### src/rtl/core/mfb_pkg.sv
package mfb_pkg;

   localparam int MAX_WIDTH_DEFAULT = 128;

   localparam int PIXEL_W = 16;
   localparam int SUM_W   = 20;
   // One bit wider than the height register so the drain row past the last
   // row can still be counted.
   localparam int ROW_W   = 13;
   localparam int FW_W    = 8;
   localparam int FH_W    = 12;

   localparam int CSR_ADDR_W = 1;
   localparam int CSR_DATA_W = 12;

   localparam logic [CSR_ADDR_W-1:0] CSR_FRAME_WIDTH  = 1'b0;
   localparam logic [CSR_ADDR_W-1:0] CSR_FRAME_HEIGHT = 1'b1;

   localparam logic [FW_W-1:0] FRAME_WIDTH_RESET  = 8'd100;
   localparam logic [FH_W-1:0] FRAME_HEIGHT_RESET = 12'd100;

   // Division by 4, 6 or 9 is done as a multiply by a scaled reciprocal.
   // With a shift of 24 the result is exact for every dividend below 2^20.
   localparam int RECIP_SHIFT = 24;
   localparam int RECIP_W     = 23;
   localparam logic [RECIP_W-1:0] RECIP_BY_4 = 23'd4194304;
   localparam logic [RECIP_W-1:0] RECIP_BY_6 = 23'd2796203;
   localparam logic [RECIP_W-1:0] RECIP_BY_9 = 23'd1864136;

   typedef enum logic [1:0] {
      DIV_BY_4,
      DIV_BY_6,
      DIV_BY_9
   } div_sel_type;

   // Which parts of the 3x3 window take part in the mean of one item.
   typedef struct packed {
      logic        produce;
      logic        last;
      logic        use_cur;
      logic        use_prv2;
      logic        top_ok;
      logic        bot_ok;
      div_sel_type div_sel;
   } win_ctl_type;

endpackage

### src/rtl/core/mfb_line_ram.sv
module mfb_line_ram #(
   parameter int DEPTH  = mfb_pkg::MAX_WIDTH_DEFAULT,
   parameter int DATA_W = mfb_pkg::PIXEL_W
) (
   input  logic                     clock,
   input  logic                     wr_en,
   input  logic [$clog2(DEPTH)-1:0] wr_addr,
   input  logic [DATA_W-1:0]        wr_data,
   input  logic                     rd_en,
   input  logic [$clog2(DEPTH)-1:0] rd_addr,
   output logic [DATA_W-1:0]        rd_data
);
   import mfb_pkg::*;

   logic [DATA_W-1:0] mem [DEPTH];
   logic [DATA_W-1:0] rd_data_ff;

   always_ff @(posedge clock) begin
      if (wr_en) begin
         mem[wr_addr] <= wr_data;
      end
   end

   // A read in the same cycle as a write to the same entry returns the new data.
   always_ff @(posedge clock) begin
      if (rd_en) begin
         if (wr_en && (wr_addr == rd_addr)) begin
            rd_data_ff <= wr_data;
         end else begin
            rd_data_ff <= mem[rd_addr];
         end
      end
   end

   assign rd_data = rd_data_ff;

endmodule

### config.mk
export PLATFORM = sky130hd
export DESIGN_NAME = mfb_line_ram
export DESIGN_NICKNAME = d
export VERILOG_FILES = /design/src/rtl/core/mfb_pkg.sv /design/src/rtl/core/mfb_line_ram.sv
export SDC_FILE = /design/constraint.sdc
export NUM_CORES = 2
export LEC_CHECK = 0
export BUFFER_PORTS_ARGS = -buffer_cell sky130_fd_sc_hd__buf_2
export CAP_MARGIN = 15
export CORE_UTILIZATION = 50
export DETAILED_ROUTE_END_ITERATION = 10
export PLACE_DENSITY = 0.69
export SLEW_MARGIN = 20
export SYNTH_ARGS = -nofsm -noshare
export SYNTH_HDL_FRONTEND = slang
export SYNTH_SLANG_ARGS = --single-unit
### constraint.sdc
create_clock -name clock -period 8.06 [get_ports clock]
set_input_delay 1.612 -clock clock [delete_from_list [all_inputs] [get_ports clock]]
set_output_delay 1.612 -clock clock [all_outputs]
set_load 0.01 [all_outputs]
Word level (Yosys, flattened, before mapping)

Memories as Yosys holds them, arrays and structs flattened. A register that Yosys moved wholly into a read port is not among the register bits.
Index checks and enable logic that the tools add are counted.

Register bits: 0
RAM bits: 2,048
Input port bits: 33
Output and inout bits: 16
Word-level logic and storage cells: 3
Memories: 1

Muxes and demuxes: 2

Memories:

| name | words | width | rd ports | clocked after memory_dff | write ports | line               | text |
|---|---|---|---|---|---|---|---|
| mem  | 128   | 16    | 1        | 1                        | 1           | mfb_line_ram.sv:15 | `logic [DATA_W-1:0] mem [DEPTH];` |

Operators by type and width:

| cell             | number |
|---|---|
| 1-bit 2-to-1 mux | 2 |

Logic depth before layout (Yosys ltp)

Word-level depth: 2
Gate-level depth with buffers: 12
Gate-level depth less buffers: 6

Worst setup path before layout

Ideal clock, no wire load.

Path kind: input to register
Start point: in wr_addr[4]
End point: mem mem[81][0] (netlist name), enable pin
Setup time: 0.409 ns
Arrival time: 3.545 ns
Data required time: 7.651 ns
Path slack: 4.106 ns
Stages: 4
Buffers on the path: 1
Cells stage by stage: clkbuf_1 nor2b_1 nand3_1 nor3_1

RTL lines:

| element         | line               | text |
|---|---|---|
| start, declared | mfb_line_ram.sv:7  | `input logic [$clog2(DEPTH)-1:0] wr_addr,` |
| end, declared   | mfb_line_ram.sv:15 |  |

No word-level cell before the write port.

==> impl_metrics.csv <==
group,metric,value,unit
outcome,status,"complete, no violations",
route,via_per_inst,6.38,
global_route,grt_pass1_wl,280000,um
synth,synth_edf_count,2064,
sta,drv_slew,0,
synth,netlist.area_leader.share,0.779,
critical_path,worstSetupPathType,"in -> reg",
power_and_ir_drop,powerDensity,248,nW/um^2
clock_network,cts.path.max_buffers,3,
sta,max_freq,198,MHz
floorplanning,chipHeight,401,um
global_route,track_usage,0.243,
synth,synth_nets,3737,
clock_network,cts_max_level,4,
synth,synth.cell_area,79600,sq um
final_layout,finalNetCount,3947,
global_route,grtUsageMet1,0.351,
synth,netlist_top_cells_area,"edfxtp_1, mux4_2, mux2i_1",
final_layout,seq_area,62000,sq um
flow_run,cap_violations,0,
placed_design,gp_routability_congestion,0.904,
sta,finalSetupViolations,0,
global_route,grt-busiest-layer,"met2",
clock_network,cts_resized,0,
worst_hold_path,hold_end,"rd_data[4]",
critical_path,critPathArrivalTime,5.74,ns
clock_network,clk_latency,0.84,ns
sta,hold_viol_final,0,
critical_path,reg2reg_to,"rd_data[1]",
floorplanning,core,158000,sq um
global_route,grt_overflow,0,
route,drt-initial-drc-count,5490,
placed_design,dpl_cell_area,82800,sq um
global_route,antenna_found_initial,9,
final_layout,design_area,89300,sq um
sta,skew,0.0592,ns
sta,final.period_utilization,0.627,
clock_network,ctsHoldBuffers,0,
clock_network,cts.reportedPaths.clkPinSlew,0.06,ns
synth,synth_area_leader_cell,"edfxtp_1",
power_and_ir_drop,power.leakage,28.0,nW
final_layout,syn_to_final_growth,12.2,%
power_and_ir_drop,internal-power,17.5,mW
sta,worst_slew_pin_slew,1.15,ns
power_and_ir_drop,p_clk_frac,0.415,
clock_network,postCtsSetupBuffers,0,
route,drc,0,
floorplanning,io_pins,49,
placed_design,port_buffers,48,
final_layout,post-route-util,0.564,
clock_network,cts_tree,"yes",
sta,whs,0.943,ns
worst_hold_path,hold-path-cell-count,6,
final_layout,drive_above_1_share,0.249,
sta,tns,0,ns
route,ant_nets,0,
final_layout,fillers,11500,
global_route,grtUsageMet2,0.368,
power_and_ir_drop,sw_frac_of_total,0.213,
sta,rsz0062_at_grt,"no",
critical_path,r2r_slack,5.06,ns
worst_hold_path,hp-start,"mem[78][4]",
power_and_ir_drop,p_sw,4.72,mW
floorplanning,rows,146,
route,vias,39300,
sta,slew_headroom,0.234,
floorplanning,initial_core_util,0.503,
clock_network,cts_root_buf,"clkbuf_16",
synth,synth.distinct_cells,44,
power_and_ir_drop,vdd_ir_drop_max,0.000248,V
critical_path,startpoint_type,"input port",
critical_path,worst_r2r_path_depth,6,
synth,ys_ff_latch,2064,
global_route,first_global_vias,38500,
final_layout,multi_input_area,16400,sq um
synth,async_flop_share,0,
synth,post_synth.cell_area_avg,21.5,sq um
synth,yosys_warnings,0,
critical_path,critPathCaptureType,"flip-flop",
synth,syn_inst,3704,
global_route,grt_max_degree,86,
sta,min_period,5.05,ns
synth,ys_seq_area_frac,0.779,
clock_network,cts.sinks,2064,
power_and_ir_drop,pwr-share-seq,0.536,
worst_hold_path,worstHoldPathType,"reg -> reg",
critical_path,worstReg2RegStart,"mem[66][1]",
power_and_ir_drop,pwr-share-comb,0.049,
placed_design,dp.final_hpwl,113000,um
floorplanning,die_w,401,um
synth,synthFlopType,"edfxtp_1",
route,first_pass_iters,5,
critical_path,worstPathRequired,8.75,ns
critical_path,path_max_fanout,65,
floorplanning,die_area,161000,sq um
route,avgRoutedWirePerCell,31.7,um
route,wl,195000,um
clock_network,cts_made_buffers,196,
global_route,grt_util_met3,0.0509,
[cell type report]
type,count,share of cell area
timing repair buffer,240,0.0201
multi-input combinational,1409,0.184
inverter,3,0.000126
sequential,2064,0.694
clock buffer,238,0.0577
clock inverter,125,0.0144
antenna,4,0.000112
tap,2072,0.0290
[cells in the mapped netlist, drive strengths merged (2+ instances only)]
cell type,instances
and2,4
nand4b,2
clkbuf,116
nor4,2
buf,112
nand4,6
o22ai,106
nor3,25
inv,3
a211oi,16
nor2b,46
a221oi,32
nand3,28
o21ai,31
o211ai,15
o221ai,17
nand2,49
xor2,4
mux2i,159
o2111ai,14
edfxtp,2064
a21oi,4
or2,2
mux4,432
nor2,202
nor4b,15
nand2b,37
o41ai,30
a22oi,59
mux2,32
a22o,30
xnor2,3
[routing by layer]
layer / vias to the layer above / routed length [um] / part of all wire
li1: 16000 / - / -
met5: - / 58 / 0.00030
met3: 357 / 20000 / 0.10
met1: 20700 / 76400 / 0.39
met2: 2198 / 91200 / 0.47
met4: 10 / 7450 / 0.038
[power by group through the flow]
| stage | Sequential, mW | Combinational (mW) | Clock [mW] |
|---|---|---|---|
| after floorplan | 12.1 | 0.582 | 0 |
| after global placement | 12.1 | 1.07 | 0 |
| after detailed placement | 12.1 | 1.09 | 0 |
| after CTS | 11.9 | 1.09 | 9.30 |
| after global routing | 11.9 | 1.14 | 9.68 |
| final | 11.9 | 1.10 | 9.19 |
[critical path, cell delays in order]
cell and delay [ns]:
buf_8 0.43, buf_4 0.53, buf_4 0.62, mux4_2 0.36, o22ai_1 0.12, nor2_1 0.38
nor4b_1 0.82, o2111ai_1 0.51, nand3_1 0.21
[cells by family after synthesis]
logic type | Yosys count | synth area share
mux | 623 | 0.147
buf+inv | 231 | 0.0156
flops | 2064 | 0.779
xor+xnor | 7 | 0.000770
compound gates | 356 | 0.0328
simple gates | 423 | 0.0252
[per-stage QoR]
stage / worst slack (ns) / cells / total power, mW
final: 3.01 / 6155 / 22.2
after global routing: 3.01 / 6152 / 22.7
after CTS: 3.17 / 6151 / 22.3
after detailed placement: 2.29 / 5788 / 13.2
after global placement: 2.31 / 5788 / 13.2
after floorplan: 4.11 / 3704 / 12.7
[flip-flops by register name, indices dropped and copies added, names as in the netlist]
name and cells:
rd_data 16, mem 2048
[cell usage in the layout (no fill, tap or decap), types with 9 or more instances in the layout]
master and n:
mux4_2 432, bufinv_16 21, clkbuf_1 38, nand3_1 27, edfxtp_1 2064, a22o_1 30, nor4b_1 15, buf_4 206
o2111ai_1 14, nor2_1 195, a211oi_1 16, nand2b_1 36, nor2b_1 43, o41ai_1 30, a22oi_1 59, clkbuf_16 200
mux2i_1 159, o21ai_0 15, o21ai_1 16, mux2_2 32, o211ai_1 15, o221ai_1 17, nand2_1 47, nor3_1 16
buf_2 28, nor3_2 9, a221oi_1 31, clkinv_1 42, o22ai_1 106, clkinv_2 42
[worst max-delay path by stage]
stage               startpoint         end  cells past startpoint
finish              rd_addr[1]  rd_data[0]                      9
floorplan           wr_addr[4]  mem[81][0]                      4
detailed placement  rd_addr[1]  rd_data[5]                      9
global placement    rd_addr[1]  rd_data[0]                      9
global route        rd_addr[1]  rd_data[5]                      9
CTS                 rd_addr[1]  rd_data[5]                      9
No activity file was read; power rests on OpenSTA's default activity.
