File: src/rtl/core/mfb_pkg.sv
package mfb_pkg;

   localparam int MAX_WIDTH_DEFAULT = 128;

   localparam int PIXEL_W = 16;
   localparam int SUM_W   = 20;
   // One bit wider than the height register so the drain row past the last
   // row can still be counted.
   localparam int ROW_W   = 13;
   localparam int FW_W    = 8;
   localparam int FH_W    = 12;

   localparam int CSR_ADDR_W = 1;
   localparam int CSR_DATA_W = 12;

   localparam logic [CSR_ADDR_W-1:0] CSR_FRAME_WIDTH  = 1'b0;
   localparam logic [CSR_ADDR_W-1:0] CSR_FRAME_HEIGHT = 1'b1;

   localparam logic [FW_W-1:0] FRAME_WIDTH_RESET  = 8'd100;
   localparam logic [FH_W-1:0] FRAME_HEIGHT_RESET = 12'd100;

   // Division by 4, 6 or 9 is done as a multiply by a scaled reciprocal.
   // With a shift of 24 the result is exact for every dividend below 2^20.
   localparam int RECIP_SHIFT = 24;
   localparam int RECIP_W     = 23;
   localparam logic [RECIP_W-1:0] RECIP_BY_4 = 23'd4194304;
   localparam logic [RECIP_W-1:0] RECIP_BY_6 = 23'd2796203;
   localparam logic [RECIP_W-1:0] RECIP_BY_9 = 23'd1864136;

   typedef enum logic [1:0] {
      DIV_BY_4,
      DIV_BY_6,
      DIV_BY_9
   } div_sel_type;

   // Which parts of the 3x3 window take part in the mean of one item.
   typedef struct packed {
      logic        produce;
      logic        last;
      logic        use_cur;
      logic        use_prv2;
      logic        top_ok;
      logic        bot_ok;
      div_sel_type div_sel;
   } win_ctl_type;

endpackage

File: src/rtl/core/mfb_window_sum.sv
module mfb_window_sum (
   input  logic                        clock,
   input  logic                        reset,
   input  logic                        shift_en,
   input  mfb_pkg::win_ctl_type        ctl,
   input  logic [mfb_pkg::PIXEL_W-1:0] top,
   input  logic [mfb_pkg::PIXEL_W-1:0] mid,
   input  logic [mfb_pkg::PIXEL_W-1:0] px,
   output logic [mfb_pkg::SUM_W-1:0]   sum
);
   import mfb_pkg::*;

   // Entries 0..2 hold the previous column (top row first), 3..5 the one before.
   logic [PIXEL_W-1:0] win_ff [6];

   logic [SUM_W-1:0] cur_sum;
   logic [SUM_W-1:0] prv_sum;
   logic [SUM_W-1:0] prv2_sum;
   logic [SUM_W-1:0] bias;

   always_ff @(posedge clock) begin
      if (reset) begin
         for (int i = 0; i < 6; i++) begin
            win_ff[i] <= '0;
         end
      end else if (shift_en) begin
         win_ff[3] <= win_ff[0];
         win_ff[4] <= win_ff[1];
         win_ff[5] <= win_ff[2];
         win_ff[0] <= top;
         win_ff[1] <= mid;
         win_ff[2] <= px;
      end
   end

   always_comb begin
      cur_sum  = SUM_W'(mid)
               + (ctl.top_ok ? SUM_W'(top) : '0)
               + (ctl.bot_ok ? SUM_W'(px) : '0);
      prv_sum  = SUM_W'(win_ff[1])
               + (ctl.top_ok ? SUM_W'(win_ff[0]) : '0)
               + (ctl.bot_ok ? SUM_W'(win_ff[2]) : '0);
      prv2_sum = SUM_W'(win_ff[4])
               + (ctl.top_ok ? SUM_W'(win_ff[3]) : '0)
               + (ctl.bot_ok ? SUM_W'(win_ff[5]) : '0);
      // Half the divisor, so the later truncating divide rounds to nearest.
      case (ctl.div_sel)
         DIV_BY_4: begin
            bias = SUM_W'(2);
         end
         DIV_BY_6: begin
            bias = SUM_W'(3);
         end
         DIV_BY_9: begin
            bias = SUM_W'(4);
         end
         default: begin
            bias = '0;
         end
      endcase
      sum = prv_sum + bias
          + (ctl.use_cur ? cur_sum : '0)
          + (ctl.use_prv2 ? prv2_sum : '0);
   end

endmodule

File: config.mk
export PLATFORM = sky130hd
export DESIGN_NAME = mfb_window_sum
export DESIGN_NICKNAME = d
export VERILOG_FILES = /design/src/rtl/core/mfb_pkg.sv /design/src/rtl/core/mfb_window_sum.sv
export SDC_FILE = /design/constraint.sdc
export NUM_CORES = 1
export LEC_CHECK = 0
export BUFFER_PORTS_ARGS = -buffer_cell sky130_fd_sc_hd__buf_2
export CORE_MARGIN = 5
export CORE_UTILIZATION = 54
export DETAILED_ROUTE_END_ITERATION = 16
export PLACE_DENSITY = 0.84
export SLEW_MARGIN = 20
export SYNTH_ARGS = -nofsm -noshare
export SYNTH_HDL_FRONTEND = slang
export SYNTH_SLANG_ARGS = --single-unit
File: constraint.sdc
create_clock -name clock -period 15.9 [get_ports clock]
set_clock_uncertainty 0.1 [all_clocks]
set_input_delay 0.795 -clock clock [delete_from_list [all_inputs] [get_ports clock]]
set_output_delay 0.795 -clock clock [all_outputs]
set_load 0.005 [all_outputs]
Word level (Yosys, flattened, before mapping):

Memories as Yosys holds them, arrays and structs flattened.
Cells that the tools add are included.
W data, S select, Z words.

* register bits after elaboration: 0
* bits in writable memories: 96
* input port bits: 59
* output and inout port bits: 20
* logic and storage cells: 39
* memories kept: 1

* add/sub/neg operators: 9
* eq/ne operators: 2
* mux-type cells: 20
* bitwise gates (word level): 6
* reduce and logical (&&, ||, !) cells: 1

Memories
* win_ff: depth 6, width 16, rd ports 6, clocked after memory_dff 0, write ports 6, line mfb_window_sum.sv:14 `logic [PIXEL_W-1:0] win_ff [6];`

Operators by type and width (number)
* $mux W16: 12
* $add A17 B16 Y18: 3
* $add A16 B16 Y17: 3
* $add A20 B18 Y20: 2
* $mux W18: 2
* $add A18 B20 Y20: 1
* $pmux W3 S3: 1
* $or A1 B1 Y1: 6
* $mux W1: 5
* $eq A2 B1 Y1 const B: 1
* $eq A2 B2 Y1 const B: 1
* $logic_not A2 Y1: 1

Logic depth before layout (Yosys ltp):

An unclocked memory read counts as a cell.

* depth in word-level cells: 7
* depth in mapped cells: 27
* depth with buffers taken out: 24

Worst setup path before layout:

OpenSTA, ideal clock, no wires.

* path kind: input to output
* start: input ctl[2] (netlist name)
* end: output sum[18] (netlist name)
* data arrival time: 6.550 ns
* required time: 15.005 ns
* slack: 8.455 ns
* stages on the path: 27
* path buffers: 3
* cell sequence: clkbuf_1 -> clkbuf_1 -> nand2_1 -> fa_1 -> inv_1 -> ha_1 -> inv_1 -> fa_1 -> nor2b_1 -> o31ai_2 -> a21boi_1 -> a221oi_1 -> xor2_1 -> nor2_1 -> fa_1 -> fa_1 -> inv_1 -> fa_1 -> inv_1 -> ha_1 -> buf_4 -> and3_1 -> nand3_1 -> a2bb2oi_1 -> o21ai_2 -> nor4bb_1 -> or4_1

* longest elaborated chain between the ends: 5
* elaborated cells between the ends (all ways): 11
* classes of those cells: add/sub (6); mux (5)

RTL lines
* from (decl): line mfb_window_sum.sv:5 `input mfb_pkg::win_ctl_type ctl,`
* $mux W16, on equally long branches: line mfb_window_sum.sv:42, mfb_window_sum.sv:39
* $add A17 B16 Y18, on equally long branches: line mfb_window_sum.sv:42, mfb_window_sum.sv:39
* $add A18 B20 Y20 / $mux W18 (equally long branches): line mfb_window_sum.sv:61, mfb_window_sum.sv:62
* $add A20 B18 Y20: line mfb_window_sum.sv:62 `+ (ctl.use_cur ? cur_sum : '0)`
* $add A20 B18 Y20 *: line mfb_window_sum.sv:63 `+ (ctl.use_prv2 ? prv2_sum : '0);`
* to (decl): line mfb_window_sum.sv:9 `output logic [mfb_pkg::SUM_W-1:0] sum`

Mark *: on every way between the ends. The rest lies on a longest branch, timed or not.

Worst setup path in the final report:

* start: input ctl[2] (netlist name)
* end: output sum[17] (netlist name)

Same word-level chain as after synthesis.

==> run summary <==
Die width - 138.8 um
Hold buffers post-CTS - 0
Slew at the pin closest to its max-slew limit - 0.8541 ns
Status - completed
DR pass1 iterations - 5
Leakage dissipation - 0.004672 uW
Setup ws final - 7.420 ns
CTS Buf Count - 9
Crit-path max FO - 48
# setup viols final - 0
Commonest non-fill, non-tap cell in the layout - and2_1
Post-Syn Nets - 1108
DP Area - 0.009545 mm2
Kind of critical path - input port to primary output
Core area - 0.01641 mm2
# DRC - 0
Die span in y - 138.8 um
Largest family of logic cells by synthesized area - adder cells
Slew HR - 0.4306
Placement Setup Slack - 7.455 ns
Crit path cell chain - buf_2 > nand2_1 > fa_1 > inv_1 > ha_1 > a211oi_1 > o21bai_1 > a2111oi_2 > nor2_1 > xnor2_1 > nor2_1 > fa_1 > fa_1 > inv_1 > fa_1 > inv_1 > ha_1 > a2111oi_1 > a211oi_1 > a21oi_1 > nand2b_1 > a211oi_2 > xnor2_1 > buf_2
Most frequent cells in the layout - and2_1, inv_1, edfxtp_1
Detailed Route WL - 17.71 mm
Setup TNS - 0 ns
Post-synthesis compound-gate area fraction - 0.09707
First-pass GRT wire length - 29.70 mm
Top reg by flops - win_ff
Final core utilization - 0.5993
Synth async-reset ratio - 0
Mapped Cells - 896
Post-synthesis adder-cell area fraction - 0.2858
GP Congestion - 0.8617
#FFs+latches synth - 96
Vias in the first global route - 6257
DPL Wire Length - 14.15 mm
Final hold violations - 0
Antenna violations before repair - 0
Mean post-synth cell area - 9.998 um2
Crit-path slowest cell - buf_2
Max frequency - 117.9 MHz
Switching share of power - 0.4080
Share of power burned in registers - 0.262
Vias - 6279
Avg WL per Cell - 14.94 um
Root Driver - clkbuf_16
NetSw - 479.2 uW
Hold Path Class - flop to flop
Setup repair bufs after CTS - 0
Post-route design area - 0.009833 mm2
ANT cells - 0
Cell area after synthesis - 0.008959 mm2
Peak per-stage delay on the critical path - 0.64 ns
Vias/cell - 5.299
Minimum clock period - 8.480 ns
Seq/Total Area, Yosys - 0.3218
Global route overflow - 0
EDFF count, synth - 96
Post-Synth XOR/XNOR Area - 0.02249
CP delay by family, top - adder cells
Largest net degree at the start of global routing - 97
CP endpoint kind - primary output
Post-route ant nets - 0
Area delta synth->final - 9.763%
Top Ports - 79
Mux contribution to synthesized area - 0.006704
Startpoint Class - input port
# nets final - 1172
Worst EP required - 15.01 ns
Combinational cell fraction of total power - 0.562
CP most frequent cell - fa_1
Slew Limit Fails - 0
CTS tree - built
Skew-Pair Late Insertion Delay - 0.34 ns
WP buf/inv - 5
Clk buf depth - 2
H-tree levels - 3
Top flop regs - win_ff: 96 flops
Max reg flops - 96
Clock group share of total power - 0.176
Initial Util - 0.5460
Fin crit share - 0.5333
CTS resizes - 0
Pwr Density - 119.5 mW/mm2
Total Routing Usage GR - 0.1864
Unrepaired setup endpoints after global routing - no
Die ar. - 0.01927 mm2
Post-synthesis cell type count - 57
CP Data Arrival Time - 7.59 ns
Cell-internal power - 695.5 uW
YS warnings - 0
Fraction of layout instances using a drive strength above 1 - 0.1057
1st-iter DRT viols - 582
Rows - 47
Clk sink count - 96
Post-Synth Simple-Gate Area - 0.1971
Primary FF master, synth - edfxtp_1
Worst VDD drop - 70.01 uV
# port buffers - 76
Max-cap violations - 0
CTS clk-pin slew, worst paths - 0.07 ns
-- final timing paths --
check | slack, ns | cells after the start | end | start
worst max-delay path | 7.42 | 24 | sum[17] | ctl[2]
worst min-delay path | 0.45 | 1 | win_ff[0][94] | win_ff[0][46]
worst max register to register | 14.92 | 1 | win_ff[0][69] | win_ff[0][21]
worst min register to register | 0.45 | 1 | win_ff[0][94] | win_ff[0][46]
-- cell families (layout without fill, tap and decap cells) --
logic type / count (synthesis) / after routing
AOI/OAI and AO/OA: 127 / 127
DFF: 96 / 96
xor gates and xnor gates: 23 / 23
buffers and inverters: 164 / 233
and+or+nand+nor: 327 / 327
adders and majority gates: 153 / 153
muxes: 6 / 6
-- cell type report --
type                    count  area [um2]
flip-flops and latches     96        2883
multi-input cells         636        5466
inverters                 138       518.0
well taps                 220       275.3
clock buffers               9       225.2
fillers                  1301        6574
repair buffers             79       406.6
clock inverters             7       58.81
-- layer usage --
metal / part of all wire / vias to the layer above / track usage / routed length [um]
li1: - / 3077 / - / -
met5: 0 / - / 0 / 0
met4: 0.017 / 0 / 0.05046 / 309
met2: 0.47 / 189 / 0.3068 / 8317
met3: 0.055 / 21 / 0.01655 / 977
met1: 0.46 / 2992 / 0.2680 / 8099
-- power by group through the flow --
stage               sequential (uW)  clock [uW]  combinational, uW
floorplan                       309           0                469
global placement                312           0                645
detailed placement              313           0                666
CTS                             308         209                669
global route                    310         220                752
finish                          308         206                661
-- synth_stat cells (2+ instances only) --
master	count	share of area
a211oi_1	13	0.011
a21boi_1	4	0.0034
a21o_1	13	0.011
a21oi_1	28	0.016
a221oi_1	2	0.0020
a311oi_1	2	0.0020
a31oi_1	4	0.0028
and2_1	162	0.11
and3_1	3	0.0021
clkbuf_1	24	0.010
edfxtp_1	96	0.32
fa_1	86	0.19
ha_1	67	0.094
inv_1	138	0.058
mux2i_1	6	0.0067
nand2_1	67	0.028
nand2b_1	13	0.0091
nand3_1	7	0.0039
nand3b_1	2	0.0017
nand4_1	4	0.0028
nor2_1	43	0.018
nor2b_1	5	0.0035
nor3_1	12	0.0067
o21a_1	14	0.012
o21ai_0	14	0.0078
o21ai_1	9	0.0050
o21bai_1	3	0.0025
o22ai_1	3	0.0021
or4_1	3	0.0025
xnor2_1	15	0.015
xor2_1	8	0.0078
-- through the flow --
stage                     total power, uW  std cells  hold slack (ns)
after floorplan                     777.8        896           0.4153
after global placement              957.3       1169           0.4235
after detailed placement            979.4       1169           0.4309
after CTS                            1185       1185           0.4466
after global routing                 1281       1185           0.4528
final                                1175       1185           0.4457
No activity file was read; power rests on OpenSTA's default activity.
