<file path="config.mk">
export PLATFORM = sky130hd
export DESIGN_NAME = mfb_round_div
export DESIGN_NICKNAME = d
export VERILOG_FILES = /design/src/rtl/core/mfb_pkg.sv /design/src/rtl/core/mfb_round_div.sv
export SDC_FILE = /design/constraint.sdc
export NUM_CORES = 1
export LEC_CHECK = 0
export BUFFER_PORTS_ARGS = -buffer_cell sky130_fd_sc_hd__buf_2
export CORE_AREA = 2 2 150 152
export DETAILED_ROUTE_END_ITERATION = 7
export DIE_AREA = 0 0 152 154
export PLACE_DENSITY = 0.7
export SYNTH_ARGS = -nofsm -noshare
export SYNTH_HDL_FRONTEND = slang
export SYNTH_SLANG_ARGS = --single-unit
</file>
<file path="constraint.sdc">
create_clock -name vclk -period 9.1
set_clock_uncertainty 0.05 [all_clocks]
set_input_delay 0.91 -clock vclk [all_inputs]
set_output_delay 0.91 -clock vclk [all_outputs]
set_load 0.03 [all_outputs]
</file>
<file path="src/rtl/core/mfb_pkg.sv">
package mfb_pkg;

   localparam int MAX_WIDTH_DEFAULT = 128;

   localparam int PIXEL_W = 16;
   localparam int SUM_W   = 20;
   // One bit wider than the height register so the drain row past the last
   // row can still be counted.
   localparam int ROW_W   = 13;
   localparam int FW_W    = 8;
   localparam int FH_W    = 12;

   localparam int CSR_ADDR_W = 1;
   localparam int CSR_DATA_W = 12;

   localparam logic [CSR_ADDR_W-1:0] CSR_FRAME_WIDTH  = 1'b0;
   localparam logic [CSR_ADDR_W-1:0] CSR_FRAME_HEIGHT = 1'b1;

   localparam logic [FW_W-1:0] FRAME_WIDTH_RESET  = 8'd100;
   localparam logic [FH_W-1:0] FRAME_HEIGHT_RESET = 12'd100;

   // Division by 4, 6 or 9 is done as a multiply by a scaled reciprocal.
   // With a shift of 24 the result is exact for every dividend below 2^20.
   localparam int RECIP_SHIFT = 24;
   localparam int RECIP_W     = 23;
   localparam logic [RECIP_W-1:0] RECIP_BY_4 = 23'd4194304;
   localparam logic [RECIP_W-1:0] RECIP_BY_6 = 23'd2796203;
   localparam logic [RECIP_W-1:0] RECIP_BY_9 = 23'd1864136;

   typedef enum logic [1:0] {
      DIV_BY_4,
      DIV_BY_6,
      DIV_BY_9
   } div_sel_type;

   // Which parts of the 3x3 window take part in the mean of one item.
   typedef struct packed {
      logic        produce;
      logic        last;
      logic        use_cur;
      logic        use_prv2;
      logic        top_ok;
      logic        bot_ok;
      div_sel_type div_sel;
   } win_ctl_type;

endpackage

</file>
<file path="src/rtl/core/mfb_round_div.sv">
module mfb_round_div (
   input  logic [mfb_pkg::SUM_W-1:0]   sum,
   input  mfb_pkg::div_sel_type        div_sel,
   output logic [mfb_pkg::PIXEL_W-1:0] quotient
);
   import mfb_pkg::*;

   logic [RECIP_W-1:0]       recip;
   logic [SUM_W+RECIP_W-1:0] product;

   always_comb begin
      case (div_sel)
         DIV_BY_4: begin
            recip = RECIP_BY_4;
         end
         DIV_BY_6: begin
            recip = RECIP_BY_6;
         end
         DIV_BY_9: begin
            recip = RECIP_BY_9;
         end
         default: begin
            recip = RECIP_BY_4;
         end
      endcase
      product  = (SUM_W + RECIP_W)'(sum) * (SUM_W + RECIP_W)'(recip);
      // The sum already holds the rounding bias and never exceeds 9 * 65535 + 4,
      // so the quotient fits in a pixel.
      quotient = product[RECIP_SHIFT +: PIXEL_W];
   end

endmodule

</file>
[Word level (Yosys, flattened, before mapping)]
Cells that the tools add are included.
Storage, ports and cells
  flip-flop bits (word level): 0
  input port bits: 22
Operators by class
  multipliers: 1
  eq/ne operators: 2
  multiplexer cells: 1
Operator list (count)
  one-hot mux 23 bit (2 select lines): 1
  multiplier 20 x 23 -> 40 bit: 1
  == test 2 x 1 -> 1 bit (second input constant): 1
  == test 2 bit (second input constant): 1

[Depth between registers and ports, before layout]
Gate-level depths: netlist of the first run.
  depth in word-level cells: 3
  gate-level depth with buffers: 28
  mapped depth without buffers: 26

[Worst setup path before layout of the first run]
Ideal clock, no wire load.
  kind: in2out
  start: input div_sel[0]
  end: output quotient[8] in the netlist's numbering
  data arrival time: 7746 ps
  required time: 8140 ps
  slack: 394 ps
  cell stages on the path: 27
  buffers on the path: 2
  cells stage by stage: inv_1 > ha_1 > clkbuf_1 > clkbuf_1 > nor2b_1 > fa_1 > inv_1 > fa_1 > inv_1 > fa_1 > inv_1 > fa_1 > inv_1 > fa_1 > fa_1 > inv_1 > fa_1 > inv_1 > ha_1 > nand2_1 > nor2_1 > or4b_1 > a31o_1 > nand3_2 > a2111oi_1 > or3_1 > xnor2_1
Between the ends
  cells in the longest elaborated chain, start to end: 3
  elaborated cells between the ends (all ways): 4
  those cells by class: 1 x mul; 2 x eq/ne; 1 x mux
Ends and longest elaborated chain
  from (decl): RTL line mfb_round_div.sv:3  | input mfb_pkg::div_sel_type div_sel,
  == test 2 bit / == test 2 x 1 -> 1 bit (equally long branches): RTL line mfb_round_div.sv:12  | case (div_sel)
  one-hot mux 23 bit (2 select lines) *: RTL line mfb_round_div.sv:12
  multiplier 20 x 23 -> 40 bit *: RTL line mfb_round_div.sv:26  | product = (SUM_W + RECIP_W)'(sum) * (SUM_W + RECIP_W)'(recip);
  to (decl): RTL line mfb_round_div.sv:4  | output logic [mfb_pkg::PIXEL_W-1:0] quotient
Every way passes the cells marked *; elsewhere a longest branch is shown, timed or not.

[Worst setup path in the final report of the first run]
Same ends and word-level chain as after synthesis.

==> impl_metrics.py, run 1 <==
metrics = {
    "routing": {
        "drt_first_pass_iters": 5,
        "post_drt_wl_per_cell_um": 16.1,
        "route.detailed.drc": 0,
        "route.vias.total": 6680,
        "avgViaCountPerCell": 4.90,
        "postRouteWirelength_mm": 22.0,
        "antenna_violating_nets_post_route": 0,
        "dr.first_iter.drc_count": 295,
    },
    "die": {
        "design.die.area_um2": 23400,
        "top_level_ports": 38,
        "initial_core_util_pct": 44.6,
        "design.core.area_um2": 21700,
        "die_w_um": 152,
        "chipHeight_um": 154,
        "floorplan.rows": 54,
    },
    "placed_design": {
        "gp_congestion": 0.957,
        "placement.setup.worst_slack_ps": 120,
        "dp.final_hpwl_mm": 20.8,
        "postPlaceCellArea_um2": 10300,
        "buffer_ports.inserted": 38,
    },
    "grt": {
        "initial_antenna_violation_count": 0,
        "global_route_wire_length_before_repair_mm": 37.6,
        "first_global_vias": 7282,
        "grt_use_total_pct": 20.1,
        "globalRoute.totalOverflow": 0,
        "largest_net_degree_at_the_start_of_global_routing": 23,
    },
    "yosys": {
        "syn-num-nets": 1454,
        "synth.cell_area_um2": 9670,
        "post_synth_num_cell_types": 49,
        "syn_area_per_cell_um2": 9.33,
        "synth.yosys.warnings": 0,
        "syn_inst": 1036,
        "yosysSeqAreaShare_pct": 0,
    },
    "final_layout": {
        "ff_latch_area_um2": 0,
        "final_net_count": 1504,
        "antenna_cells": 0,
        "nFlopsAndLatches": 0,
        "final_cell_area_um2": 10300,
        "layout-drive-gt1-share_pct": 6.92,
        "clkbuf_count": 0,
        "post-route-util_pct": 47.7,
        "multi_input_comb_area_um2": 8300,
        "fillers": 2001,
        "syn_to_final_growth_pct": 7.01,
    },
    "timing": {
        "setup_tns_ps": 0,
        "max_clock_freq_ghz": 0.114,
        "timing.final.setup_violations": 0,
        "minimum_clock_period_after_layout_ps": 8740,
        "timing.final.ws_setup_ps": 356,
        "worst-slew-pin-transition_ps": 431,
        "grt_setup_unrepaired": "no",
        "slew_violations": 0,
        "period_share_pct": 96.1,
        "max_slew_margin_pct": 71.1,
        "hold_viol": 0,
    },
    "setup_path": {
        "crit_required_ps": 8140,
        "criticalPathCategory": "in2out",
        "timing.critical_path.from_type": "input port",
        "cp_data_arrival_time_ps": 7780,
        "timing.critical_path.to_type": "output port",
        "cp_max_fo": 22,
    },
    "worst_hold_path": {
        "hold_path_class": "in2out",
    },
    "run_status": {
        "status": "completed",
    },
    "flow_run": {
        "maxCapViolations": 0,
    },
}
==> cell families after synthesis <==
| kind of cell | after synthesis | share of synthesized area [%] |
|---|---|---|
| compound gates | 84 | 6.07 |
| fa+ha+maj | 396 | 67.5 |
| xor+xnor | 44 | 3.99 |
| simple gates | 144 | 8.18 |
| buf+inv | 368 | 14.3 |
==> synth_stat cells, drive strengths merged (2+ instances only) <==
cell type    n  area share, %
nand4        8           0.52
and3         4           0.26
xor2        15            1.4
and2        40            2.6
nor2b       12           0.78
ha         187             24
a21oi       27            1.5
a31o         6           0.54
nand3        8           0.47
fa         209             43
a31oi        3           0.35
a211oi       4           0.31
o21bai       6           0.47
xnor2       29            2.6
o21a         2           0.16
nor2        17           0.66
and4         3           0.27
a21o        15            1.2
or2          3           0.19
o21ai        8           0.41
nand2       32            1.2
inv        357             14
clkbuf      11           0.43
a2111oi      3           0.28
nand2b      10           0.65
==> timing repair <==
action,4_1_cts,5_1_grt
hold buffers,0,0
resized for setup,0,5
buffers inserted,0,0
endpoints found under the setup margin,0,10
==> placed cells by master (no fill, tap or decap), types with 2 or more instances in the layout <==
master and instances:
sky130_fd_sc_hd__a21oi_1 25, sky130_fd_sc_hd__xnor2_1 29, sky130_fd_sc_hd__nand3_1 7, sky130_fd_sc_hd__ha_1 185, sky130_fd_sc_hd__o21a_1 2, sky130_fd_sc_hd__o21ai_0 7, sky130_fd_sc_hd__and2_1 39, sky130_fd_sc_hd__and3_1 4
sky130_fd_sc_hd__inv_1 357, sky130_fd_sc_hd__a21oi_2 2, sky130_fd_sc_hd__buf_2 38, sky130_fd_sc_hd__nand2b_1 10, sky130_fd_sc_hd__a21o_1 15, sky130_fd_sc_hd__a211oi_1 4, sky130_fd_sc_hd__ha_2 2, sky130_fd_sc_hd__buf_4 20
sky130_fd_sc_hd__nand4_1 8, sky130_fd_sc_hd__a2111oi_1 2, sky130_fd_sc_hd__xor2_1 15, sky130_fd_sc_hd__a31o_2 5, sky130_fd_sc_hd__or2_2 3, sky130_fd_sc_hd__nand2_1 32, sky130_fd_sc_hd__o21bai_1 6, sky130_fd_sc_hd__and4_1 3
sky130_fd_sc_hd__a31oi_1 2, sky130_fd_sc_hd__nor2b_1 12, sky130_fd_sc_hd__nor2_1 17, sky130_fd_sc_hd__fa_1 208
==> area by class of cell <==
class,instances,area share (%)
multi-input cells,668,80.2
well taps,280,3.39
inverters,357,13.0
repair buffers,59,3.48
==> routing by layer <==
layer	wire length [um]	up-vias	global-route usage [%]
met4	149	0	1.29
met5	0	-	0
li1	-	3211	-
met3	1380	11	2.82
met1	9940	3290	29.0
met2	10500	168	33.8
==> worst paths after layout <==
kind / from / endpoint / slack, ps / cells after the start
min: sum[17] / quotient[15] / 2660 / 7
max: div_sel[0] / quotient[8] / 360 / 28
==> worst max-delay path, stage by stage <==
cell,delay (ps)
sky130_fd_sc_hd__buf_2,110
sky130_fd_sc_hd__inv_1,50
sky130_fd_sc_hd__ha_2,300
sky130_fd_sc_hd__buf_12,170
sky130_fd_sc_hd__nor2b_1,230
sky130_fd_sc_hd__fa_1,210
sky130_fd_sc_hd__inv_1,80
sky130_fd_sc_hd__fa_1,550
sky130_fd_sc_hd__inv_1,90
sky130_fd_sc_hd__fa_1,490
sky130_fd_sc_hd__fa_1,520
sky130_fd_sc_hd__inv_1,50
sky130_fd_sc_hd__fa_1,530
sky130_fd_sc_hd__inv_1,50
sky130_fd_sc_hd__fa_1,480
sky130_fd_sc_hd__inv_1,60
sky130_fd_sc_hd__fa_1,500
sky130_fd_sc_hd__inv_1,40
sky130_fd_sc_hd__ha_1,310
sky130_fd_sc_hd__nand4_1,130
sky130_fd_sc_hd__nor2_1,140
sky130_fd_sc_hd__or4b_1,470
sky130_fd_sc_hd__a31o_1,300
sky130_fd_sc_hd__nand3_2,140
sky130_fd_sc_hd__a2111oi_1,90
sky130_fd_sc_hd__or3_1,400
sky130_fd_sc_hd__xnor2_1,140
sky130_fd_sc_hd__buf_2,210
==> metrics by stage <==
step | instances | hold WS [ps]
6_report | 1364 | 2660
5_1_grt | 1364 | 2780
4_1_cts | 1364 | 2670
3_5_place_dp | 1364 | 2670
3_3_place_gp | 1364 | 2660
2_1_floorplan | 1036 | 2380
Power of run 1 is left out: the tool's default activity adds up to more than one toggle a clock period on the data nets, which glitch-free logic cannot reach.
==> run 2, diff against run 1 <==
--- a/config.mk
+++ b/config.mk
@@ -5,11 +5,11 @@
 export SDC_FILE = /design/constraint.sdc
 export NUM_CORES = 1
 export LEC_CHECK = 0
-export BUFFER_PORTS_ARGS = -buffer_cell sky130_fd_sc_hd__buf_2
 export CORE_AREA = 2 2 150 152
 export DETAILED_ROUTE_END_ITERATION = 7
 export DIE_AREA = 0 0 152 154
-export PLACE_DENSITY = 0.7
+export DONT_BUFFER_PORTS = 1
+export PLACE_DENSITY = 0.68
 export SYNTH_ARGS = -nofsm -noshare
 export SYNTH_HDL_FRONTEND = slang
 export SYNTH_SLANG_ARGS = --single-unit
==> constraint.sdc (replaced) <==
create_clock -name vclk -period 9.62
set_clock_uncertainty 0.05 [all_clocks]
set_input_delay 0.962 -clock vclk [all_inputs]
set_output_delay 0.962 -clock vclk [all_outputs]
set_load 0.03 [all_outputs]
==> run 2 against run 1 <==
Global-route usage up 1.0 points. Clock-buffer cell count unchanged. Cell count down 2.8%. Critical path type unchanged. Non-clock buffer count down 38. First-iteration DRC count up 12%. Via count down 1.6%. Cell area down 2.0%. Worst hold slack worse by 59 ps. Critical path depth down 4. Die area unchanged.
==> impl_metrics.py, run 2 (synthesis gave the netlist of run 1 again) <==
metrics = {
    "run_status": {
        "status": "completed",
    },
    "worst_hold_path": {
        "hold_path_class": "in2out",
        "worstHoldPathCells": 5,
        "min_to": "quotient[15]",
        "hold_path.startpoint": "sum[18]",
    },
    "timing": {
        "timing.final.ws_setup_ps": 600,
        "period_share_pct": 93.8,
        "max_clock_freq_ghz": 0.111,
        "max_slew_margin_pct": 49.7,
        "worst-slew-pin-transition_ps": 749,
        "grt_setup_unrepaired": "no",
        "setup_tns_ps": 0,
        "hold_viol": 0,
        "minimum_clock_period_after_layout_ps": 9020,
        "timing.final.setup_violations": 0,
        "slew_violations": 0,
        "timing.hold.ws_ps": 2600,
    },
    "die": {
        "initial_core_util_pct": 44.6,
        "floorplan.rows": 54,
        "chipHeight_um": 154,
        "die_w_um": 152,
        "top_level_ports": 38,
        "design.core.area_um2": 21700,
        "design.die.area_um2": 23400,
    },
    "grt": {
        "grt_util_met1_pct": 31.3,
        "largest_net_degree_at_the_start_of_global_routing": 25,
        "grt_use_total_pct": 21.1,
        "first_global_vias": 7265,
        "grt-busiest-layer": "met2",
        "use_met3_pct": 4.57,
        "gr-usage-met2_pct": 33.2,
        "global_route_wire_length_before_repair_mm": 39.1,
        "globalRoute.totalOverflow": 0,
        "initial_antenna_violation_count": 0,
    },
    "placed_design": {
        "buffer_ports.inserted": 0,
        "gp_congestion": 0.954,
        "dp.final_hpwl_mm": 21.6,
        "placement.setup.worst_slack_ps": 544,
        "postPlaceCellArea_um2": 10100,
    },
    "routing": {
        "avgViaCountPerCell": 4.96,
        "postRouteWirelength_mm": 22.9,
        "antenna_violating_nets_post_route": 0,
        "post_drt_wl_per_cell_um": 17.3,
        "dr.first_iter.drc_count": 330,
        "drt_first_pass_iters": 5,
        "route.vias.total": 6575,
        "route.detailed.drc": 0,
    },
    "final_layout": {
        "layout-drive-gt1-share_pct": 3.25,
        "antenna_cells": 0,
        "final_cell_area_um2": 10100,
        "layout.cells.most_common": "sky130_fd_sc_hd__inv_1",
        "ff_latch_area_um2": 0,
        "clkbuf_count": 0,
        "fillers": 2105,
        "nFlopsAndLatches": 0,
        "syn_to_final_growth_pct": 4.83,
        "commonest_cells_after_routing_fill_and_taps_aside": "sky130_fd_sc_hd__inv_1 (357), sky130_fd_sc_hd__fa_1 (209), sky130_fd_sc_hd__ha_1 (187)",
        "final_net_count": 1466,
    },
    "setup_path": {
        "cp_max_fo": 18,
        "timing.critical_path.to_type": "output port",
        "crit_required_ps": 8610,
        "criticalPathCategory": "in2out",
        "timing.critical_path.from_type": "input port",
        "cp_data_arrival_time_ps": 8010,
    },
    "cts": {
        "post_cts.repair.setup_buffers": 0,
        "cts_resized": 0,
        "ctsHoldBuffers": 0,
    },
    "flow_run": {
        "maxCapViolations": 0,
    },
}
## run 2: metrics by stage
stage,util (%),cells
3_3_place_gp,46.7,1326
6_report,46.7,1326
3_5_place_dp,46.7,1326
5_1_grt,46.7,1326
2_1_floorplan,-,1036
4_1_cts,46.7,1326
## run 2: critical path, stage by stage
cell and delay, ps:
sky130_fd_sc_hd__inv_1 20, sky130_fd_sc_hd__ha_1 500, sky130_fd_sc_hd__buf_4 300, sky130_fd_sc_hd__nor2b_1 210, sky130_fd_sc_hd__inv_1 90, sky130_fd_sc_hd__fa_1 500
sky130_fd_sc_hd__fa_1 500, sky130_fd_sc_hd__inv_1 60, sky130_fd_sc_hd__fa_1 600, sky130_fd_sc_hd__fa_1 460, sky130_fd_sc_hd__fa_1 420, sky130_fd_sc_hd__fa_1 520
sky130_fd_sc_hd__inv_1 50, sky130_fd_sc_hd__fa_1 520, sky130_fd_sc_hd__inv_1 60, sky130_fd_sc_hd__ha_1 280, sky130_fd_sc_hd__a21o_1 160, sky130_fd_sc_hd__a21o_1 160
sky130_fd_sc_hd__a21o_1 180, sky130_fd_sc_hd__or3b_1 370, sky130_fd_sc_hd__a2111oi_0 400, sky130_fd_sc_hd__nor2_1 140, sky130_fd_sc_hd__a21oi_1 190, sky130_fd_sc_hd__xnor2_1 370
## run 2: layout make-up
class | count | area [um2] | share of cell area [%]
well taps | 280 | 350 | 3.46
multi-input cells | 668 | 8290 | 81.8
inverters | 357 | 1340 | 13.2
repair buffers | 21 | 158 | 1.56
## run 2: worst max-delay path by stage
stage	startpoint	to	slack, ps
global route	div_sel[0]	quotient[4]	220
detailed placement	div_sel[0]	quotient[4]	540
finish	div_sel[0]	quotient[4]	600
floorplan	div_sel[0]	quotient[8]	810
CTS	div_sel[0]	quotient[4]	540
global placement	div_sel[0]	quotient[4]	600
## run 2: metal layers
layer	part of all wire, %	vias up
li1	-	3126
met5	0	-
met2	46	162
met4	1.2	0
met1	46	3269
met3	7.6	18
Power of run 2 is left out for the same reason.
